### config.mk
export PLATFORM = sky130hd
export DESIGN_NAME = trsc_back
export DESIGN_NICKNAME = d
export VERILOG_FILES = /design/src/rtl/trsc_pkg.sv /design/src/rtl/trsc_back.sv
export SDC_FILE = /design/constraint.sdc
export NUM_CORES = 1
export LEC_CHECK = 0
export BUFFER_PORTS_ARGS = -buffer_cell sky130_fd_sc_hd__clkbuf_2
export CORE_UTILIZATION = 42
export DETAILED_ROUTE_END_ITERATION = 8
export PLACE_DENSITY = 0.7
export SETUP_SLACK_MARGIN = 0.4
export SYNTH_ARGS = -nofsm -noshare
export SYNTH_HDL_FRONTEND = slang
export SYNTH_SLANG_ARGS = --single-unit
export TNS_END_PERCENT = 5
### constraint.sdc
create_clock -name i_clk -period 9.1 [get_ports i_clk]
set_input_delay 0.455 -clock i_clk [delete_from_list [all_inputs] [get_ports i_clk]]
set_output_delay 0.455 -clock i_clk [all_outputs]
set_load 0.05 [all_outputs]
### src/rtl/trsc_pkg.sv
// Shared types and word-class codes for the readout stream checker.
package trsc_pkg;

    // Word classes, decided by the front stage
    typedef enum logic [3:0] {
        K_GEO,
        K_GEO_BAD,
        K_HEADER,
        K_SEPARATOR,
        K_TRIGGER,
        K_TAG,
        K_DATA,
        K_TDC_ERR,
        K_UNEXPECTED
    } t_kind;

    // Top nibble codes
    localparam logic [3:0]  TOP_GEO       = 4'hC;
    localparam logic [3:0]  TOP_HEADER    = 4'h2;
    localparam logic [3:0]  TOP_SEPARATOR = 4'hE;
    localparam logic [3:0]  TOP_TRIGGER   = 4'hA;
    localparam logic [3:0]  TOP_DATA_LO   = 4'h4;
    localparam logic [3:0]  TOP_DATA_HI   = 4'h5;
    localparam logic [3:0]  TOP_TDC_ERR   = 4'h6;
    localparam logic [7:0]  HEADER_BYTE   = 8'h20;
    localparam logic [31:0] TAG_WORD      = 32'hDEADFACE;

    // Separator count special case: a full buffer reports 1022 after 1020 words
    localparam logic [9:0]  REP_OVERFLOW  = 10'd1022;
    localparam int unsigned CNT_OVERFLOW  = 1020;

    // Error flag bit positions
    localparam int unsigned F_REPEAT   = 0;
    localparam int unsigned F_GEOBIT   = 1;
    localparam int unsigned F_HALFORD  = 2;
    localparam int unsigned F_SEPMISS  = 3;
    localparam int unsigned F_PHASE    = 4;
    localparam int unsigned F_GEOMISS  = 5;
    localparam int unsigned F_HDRMISS  = 6;
    localparam int unsigned F_OVERFLOW = 7;
    localparam int unsigned F_COUNT    = 8;
    localparam int unsigned F_TRGHALF  = 9;
    localparam int unsigned F_TDC      = 10;
    localparam int unsigned F_UNEXP    = 11;

    localparam int unsigned FLAG_W = 12;

    // Depth of the queue between front and back
    localparam int unsigned Q_DEPTH = 2;

    // One classified request
    typedef struct packed {
        logic [31:0] word;
        logic        record_start;
        logic        event_start;
        t_kind       kind;
        logic        header_exact;
    } t_item;

endpackage

### src/rtl/trsc_back.sv
// Back stage: framing state, error flag evaluation and output register.
module trsc_back #(
    parameter int unsigned COUNT_WIDTH = 16
) (
    input  logic            i_clk,
    input  logic            i_rst_n,
    input  logic            i_item_valid,
    output logic            o_item_stall,
    input  trsc_pkg::t_item i_item,
    output logic            o_valid,
    input  logic            i_stall,
    output logic [11:0]     o_error_flags,
    output logic [6:0]      o_tray_number,
    output logic            o_tray_half,
    output logic            o_tray_known,
    output logic [9:0]      o_sep_count,
    output logic [15:0]     o_actual_count,
    output logic [11:0]     o_expected_phase,
    output logic            o_first_in_record
);
    import trsc_pkg::*;

    localparam logic [COUNT_WIDTH-1:0] CNT_MAX = {COUNT_WIDTH{1'b1}};

    // Framing state
    logic                   r_half_parity;
    logic [31:0]            r_prev_word;
    logic                   r_hdr_pending;
    logic                   r_sep_pending;
    logic                   r_await_hdr;
    logic [11:0]            r_phase;
    logic [COUNT_WIDTH-1:0] r_count;
    logic [6:0]             r_tray;
    logic                   r_half;
    logic                   r_tray_seen;
    logic                   r_reported;

    logic                   n_half_parity;
    logic [31:0]            n_prev_word;
    logic                   n_hdr_pending;
    logic                   n_sep_pending;
    logic                   n_await_hdr;
    logic [11:0]            n_phase;
    logic [COUNT_WIDTH-1:0] n_count;
    logic [6:0]             n_tray;
    logic                   n_half;
    logic                   n_tray_seen;
    logic                   n_reported;
    logic [FLAG_W-1:0]      n_flags;
    logic [9:0]             n_rep;
    logic                   n_first;
    logic [COUNT_WIDTH-1:0] w_prior;
    logic [15:0]            w_actual;

    // Output register
    logic                   r_valid;
    logic [FLAG_W-1:0]      r_flags;
    logic [6:0]             r_out_tray;
    logic                   r_out_half;
    logic                   r_out_seen;
    logic [9:0]             r_rep;
    logic [15:0]            r_actual;
    logic [11:0]            r_out_phase;
    logic                   r_first;

    logic                   w_take;

    assign o_item_stall = r_valid && i_stall;
    assign w_take       = i_item_valid && !o_item_stall;

    // Evaluate one request against the framing state
    always_comb begin
        n_half_parity = r_half_parity;
        n_prev_word   = r_prev_word;
        n_hdr_pending = r_hdr_pending;
        n_sep_pending = r_sep_pending;
        n_await_hdr   = r_await_hdr;
        n_phase       = r_phase;
        n_count       = r_count;
        n_tray        = r_tray;
        n_half        = r_half;
        n_tray_seen   = r_tray_seen;
        n_reported    = r_reported;
        n_flags       = '0;
        n_rep         = '0;

        // drop record state at a record or event boundary
        if (i_item.event_start) begin
            n_half_parity = 1'b0;
        end
        if (i_item.record_start || i_item.event_start) begin
            n_prev_word   = '1;
            n_hdr_pending = 1'b0;
            n_sep_pending = 1'b0;
            n_await_hdr   = 1'b1;
            n_phase       = '0;
            n_count       = '0;
            n_tray        = '0;
            n_half        = 1'b0;
            n_tray_seen   = 1'b0;
            n_reported    = 1'b0;
        end

        w_prior = n_count;
        if (n_count != CNT_MAX) begin
            n_count = n_count + 1'b1;
        end

        n_flags[F_REPEAT] = (i_item.word == n_prev_word);
        n_prev_word       = i_item.word;

        case (i_item.kind)
            K_GEO: begin
                n_count              = '0;
                n_tray               = i_item.word[7:1];
                n_half               = i_item.word[0];
                n_tray_seen          = 1'b1;
                n_flags[F_HALFORD]   = (i_item.word[0] == n_half_parity);
                n_half_parity        = i_item.word[0];
                n_flags[F_SEPMISS]   = n_sep_pending;
                n_hdr_pending        = 1'b1;
                n_sep_pending        = 1'b1;
            end
            K_GEO_BAD: begin
                n_count            = '0;
                n_tray             = i_item.word[7:1];
                n_half             = i_item.word[0];
                n_tray_seen        = 1'b1;
                n_flags[F_GEOBIT]  = 1'b1;
            end
            K_HEADER: begin
                if (n_await_hdr) begin
                    n_phase     = i_item.word[11:0];
                    n_await_hdr = 1'b0;
                end else if (i_item.word[11:0] != n_phase) begin
                    n_flags[F_PHASE] = 1'b1;
                end
                n_flags[F_GEOMISS] = !n_hdr_pending && i_item.header_exact;
                n_hdr_pending      = 1'b0;
            end
            K_SEPARATOR: begin
                n_rep         = i_item.word[17:8];
                n_sep_pending = 1'b0;
                if (n_hdr_pending) begin
                    n_flags[F_HDRMISS] = 1'b1;
                    n_hdr_pending      = 1'b0;
                end else if (n_rep == REP_OVERFLOW
                             && w_prior == COUNT_WIDTH'(CNT_OVERFLOW)) begin
                    n_flags[F_OVERFLOW] = 1'b1;
                end else if (COUNT_WIDTH'(n_rep) != w_prior) begin
                    n_flags[F_COUNT] = 1'b1;
                end
                n_count = '0;
            end
            K_TRIGGER: begin
                n_count            = '0;
                n_flags[F_TRGHALF] = n_half_parity;
                n_half_parity      = 1'b0;
                if (n_sep_pending) begin
                    n_flags[F_SEPMISS] = 1'b1;
                end else if (n_hdr_pending) begin
                    n_flags[F_HDRMISS] = 1'b1;
                end
                n_sep_pending = 1'b0;
                n_hdr_pending = 1'b0;
            end
            K_TAG: begin
                n_count = '0;
            end
            K_DATA: begin
                n_count = n_count;
            end
            K_TDC_ERR: begin
                n_flags[F_TDC] = 1'b1;
            end
            default: begin
                n_flags[F_UNEXP] = 1'b1;
            end
        endcase

        n_first = (n_flags != '0) && !n_reported;
        if (n_flags != '0) begin
            n_reported = 1'b1;
        end
    end

    // Saturate the prior count into the 16-bit field
    generate
        if (COUNT_WIDTH > 16) begin : g_sat
            assign w_actual = (|w_prior[COUNT_WIDTH-1:16]) ? 16'hFFFF : w_prior[15:0];
        end else begin : g_ext
            assign w_actual = 16'(w_prior);
        end
    endgenerate

    // Update state and output valid
    always_ff @(posedge i_clk) begin
        if (!i_rst_n) begin
            r_half_parity <= 1'b0;
            r_prev_word   <= '1;
            r_hdr_pending <= 1'b0;
            r_sep_pending <= 1'b0;
            r_await_hdr   <= 1'b1;
            r_phase       <= '0;
            r_count       <= '0;
            r_tray        <= '0;
            r_half        <= 1'b0;
            r_tray_seen   <= 1'b0;
            r_reported    <= 1'b0;
            r_valid       <= 1'b0;
        end else begin
            if (w_take) begin
                r_half_parity <= n_half_parity;
                r_prev_word   <= n_prev_word;
                r_hdr_pending <= n_hdr_pending;
                r_sep_pending <= n_sep_pending;
                r_await_hdr   <= n_await_hdr;
                r_phase       <= n_phase;
                r_count       <= n_count;
                r_tray        <= n_tray;
                r_half        <= n_half;
                r_tray_seen   <= n_tray_seen;
                r_reported    <= n_reported;
            end
            if (!o_item_stall) begin
                r_valid <= i_item_valid;
            end
        end
    end

    // Load the result register
    always_ff @(posedge i_clk) begin
        if (w_take) begin
            r_flags     <= n_flags;
            r_out_tray  <= n_tray;
            r_out_half  <= n_half;
            r_out_seen  <= n_tray_seen;
            r_rep       <= n_rep;
            r_actual    <= w_actual;
            r_out_phase <= n_phase;
            r_first     <= n_first;
        end
    end

    assign o_valid           = r_valid;
    assign o_error_flags     = r_flags;
    assign o_tray_number     = r_out_tray;
    assign o_tray_half       = r_out_half;
    assign o_tray_known      = r_out_seen;
    assign o_sep_count       = r_rep;
    assign o_actual_count    = r_actual;
    assign o_expected_phase  = r_out_phase;
    assign o_first_in_record = r_first;

endmodule

==> metrics.yaml <==
fmax_mhz: 336
ys_types: 65
netlist_area_sq_um: 6870
reg2reg_depth: 7
grt_use_met3_pct: 4.92
worstMarginPinSlew_ps: 833
fin_setup_tns_ps: 0
drive_above_1_share_pct: 17.7
cts.repair.resized: 0
use_met1_pct: 30.3
syn_inst: 789
worst_slew_margin_rel_pct: 44.4
area_delta_synth_final_pct: 17.3
hp-class: "primary input to flip-flop"
clock_skew_ps: 11.3
cp_cell_sequence: "clkbuf_2 -> or2_1 -> buf_4 -> nor2_1 -> o32ai_1 -> and4_1 -> a31oi_1 -> nor4_1 -> a22oi_1"
cts_hold_buf: 0
antenna_found_initial: 0
period_minus_slack_ps: 2970
synth_warnings: 0
cts-root-buf: "clkbuf_16"
cts_buffer_depth: 2
regToRegSetupSlack_ps: 6630
ys_seq_elements: 135
post_drt_via_cell_ratio: 5.56
grt_pass1_vias: 5269
syn_nets: 834
crit_type: "primary input to flip-flop"
grt_use_total_pct: 21.8
end_kind: "flip-flop"
drtAntennaViolNets: 0
drv_slew: 0
power_density_nw_per_um2: 189
wl_per_cell_um: 16.2
drt_first_pass_iters: 5
cpPeakStageDelay_ps: 550
min_from: "i_item[30]"
rsz0062_at_grt: "no"
nNetsFinal: 908
busiest_layer: "met2"
postCtsSetupBuffers: 0
die_h_um: 130
drt_iter0_markers: 718
vdd_drop_max_mv: 0.138
die_x_um: 130
cts_buffers: 17
core_sq_um: 15900
cp_data_arrival_time_ps: 3130
synth_async_sr_flop_share_pct: 0
portBuffers: 104
outcome: "finished clean"
grtUsageMet2_pct: 33.1
ys_seq_area_share_pct: 48.1
hold_violations: 0
grt-ovfl-total: 0
cp-start-kind: "primary input"
insertion_delay_ps: 430
drv_cap: 0
grt_max_degree: 77
die_area_sq_um: 16900
crit_required_ps: 9250
timing.rr.end: "o_first_in_record$_DFFE_PP_"
initial_utilization_pct: 43.1
setup_viol: 0
n_antenna_cell: 0
num_rows: 46
cp.depth: 9
power.total_mw: 1.52
r2r_start: "r_count[8]$_SDFFE_PN0P_"
pin_count: 105
hold-path-cell-count: 3
drc: 0
cp_slowest_cell: "or2_1"
synth_enable_flop_cells: 60
crit_fanout: 26
dp_hpwl_mm: 11.4
cts.sinks: 135
path_buf_inv: 2
cts-htree-levels: 4
drt_wl_total_mm: 17.7
vias: 6074
cts_tree: "yes"
fin_crit_sh_pct: 32.7
syn_area_per_cell_sq_um: 8.70
leakagePower_nw: 3.13
grt_first_pass_wirelength_mm: 28.1
gp_congestion: 0.853
worstHoldEndpoint: "r_prev_word[23]$_SDFFE_PN1P_"
crit_family: "simple AND/OR/NAND/NOR gates"
clk_pin_slew_ps: 60
synth_ff_type: "dfxtp_1"
-- registers in the layout, indices dropped and copies added (netlist names), 7 cells and up --
| name | flops |
|---|---|
| r_prev_word | 32 |
| o_expected_phase | 12 |
| r_phase | 12 |
| o_sep_count | 10 |
| o_error_flags | 12 |
| r_count | 16 |
| r_tray | 7 |
| o_tray_number | 7 |
| o_actual_count | 16 |
-- Yosys cell counts (all sizes together), types with 3 or more instances --
library cell / count / share of area [%]
nand2: 180 / 9.8
buf: 13 / 0.91
o211ai: 7 / 0.77
and3: 9 / 0.82
nor4b: 3 / 0.47
o32ai: 7 / 0.89
a21o: 4 / 0.44
nand4: 4 / 0.67
nor4: 29 / 3.0
nand2b: 3 / 0.27
a21oi: 20 / 1.5
nor2: 28 / 1.6
or4: 8 / 0.87
inv: 24 / 1.3
o21ai: 46 / 3.4
a32oi: 8 / 1.0
a22oi: 15 / 1.6
dfxtp: 75 / 22
or3: 3 / 0.27
and4: 3 / 0.38
or2: 3 / 0.27
xor2: 9 / 1.1
nand3: 39 / 2.8
nor2b: 19 / 1.7
clkbuf: 45 / 2.5
nor4bb: 6 / 0.87
and2: 14 / 1.3
nor3: 24 / 1.7
a31oi: 13 / 1.2
xnor2: 18 / 2.3
edfxtp: 60 / 26
a21boi: 24 / 2.6
-- power breakdown --
group,internal (mW),switching (mW),total (mW)
Combinational,0.0510,0.142,0.193
Clock,0.375,0.272,0.648
Sequential,0.662,0.0157,0.677
Total,1.09,0.430,1.52
-- routing by layer --
| layer | up-vias | routed length (um) | share of wire, % |
|---|---|---|---|
| li1 | 2977 | - | - |
| met1 | 2842 | 8120 | 46 |
| met2 | 216 | 8080 | 46 |
| met3 | 39 | 1100 | 6.2 |
| met4 | 0 | 396 | 2.2 |
| met5 | - | 0 | 0 |
-- tightest hold or removal path, stage by stage --
cell and delay (ps):
clkbuf_2 100, nand2_1 50, nand3_1 70
-- cells by family (layout without fill, tap and decap cells) --
| kind of cell | count (synthesis) | count (layout) | synth area share, % |
|---|---|---|---|
| simple gates | 378 | 378 | 27.3 |
| compound gates | 162 | 162 | 15.9 |
| flops | 135 | 135 | 48.1 |
| buf+inv | 84 | 171 | 4.81 |
| mux | 1 | 1 | 0.146 |
| xor+xnor | 27 | 27 | 3.44 |
| fa+ha+maj | 2 | 2 | 0.364 |
-- layout by cell type (no fill, tap or decap), types with 3 or more instances in the layout --
master,n
a21o_1,4
inv_1,24
or3_1,3
o21ai_1,9
o21ai_0,37
nand2_1,179
nor2_1,27
nor4bb_1,6
a21boi_1,4
and4_1,3
and2_1,13
a31oi_1,13
or4_1,8
xnor2_1,18
nand3_1,39
dfxtp_1,75
inv_6,4
edfxtp_1,60
clkinvlp_4,3
clkinv_2,4
xor2_1,9
a21boi_0,20
a21oi_1,20
buf_4,9
and3_1,9
o211ai_1,7
o32ai_1,7
nor4_1,27
clkbuf_16,17
nand2b_1,3
clkbuf_2,104
nor2b_1,19
a22oi_1,15
nor3_1,24
a32oi_1,8
-- final cells by class --
cell class                 count  area (sq um)
inverter                      26           101
fill                        1514          7890
multi-input combinational    570          3240
tap                          216           270
clock inverter                15           128
clock buffer                  17           425
sequential                   135          3300
timing repair buffer         113           588
-- stage by stage --
step	instance area [sq um]	hold slack [ps]	cells	util [%]	setup slack [ps]
after floorplan	6870	444	789	-	5630
after global placement	7500	452	1060	47.0	5880
after detailed placement	7500	459	1060	47.0	5740
after CTS	8050	271	1092	50.5	6180
after global routing	8050	282	1092	50.5	5880
final	8050	282	1092	50.5	6130
-- how the worst max path moves through the flow --
stage                         start  slack, ps                     endpoint
6_report                  i_item[5]       6130  o_first_in_record$_DFFE_PP_
5_1_grt                   i_item[5]       5880      r_count[8]$_SDFFE_PN0P_
4_1_cts                   i_item[5]       6180  o_first_in_record$_DFFE_PP_
3_5_place_dp              i_item[5]       5740  o_first_in_record$_DFFE_PP_
3_3_place_gp              i_item[5]       5880  o_first_in_record$_DFFE_PP_
2_1_floorplan  o_valid$_SDFFE_PN0N_       5630  o_actual_count[0]$_DFFE_PP_
Note: power is estimated with default switching activity, not from simulation.
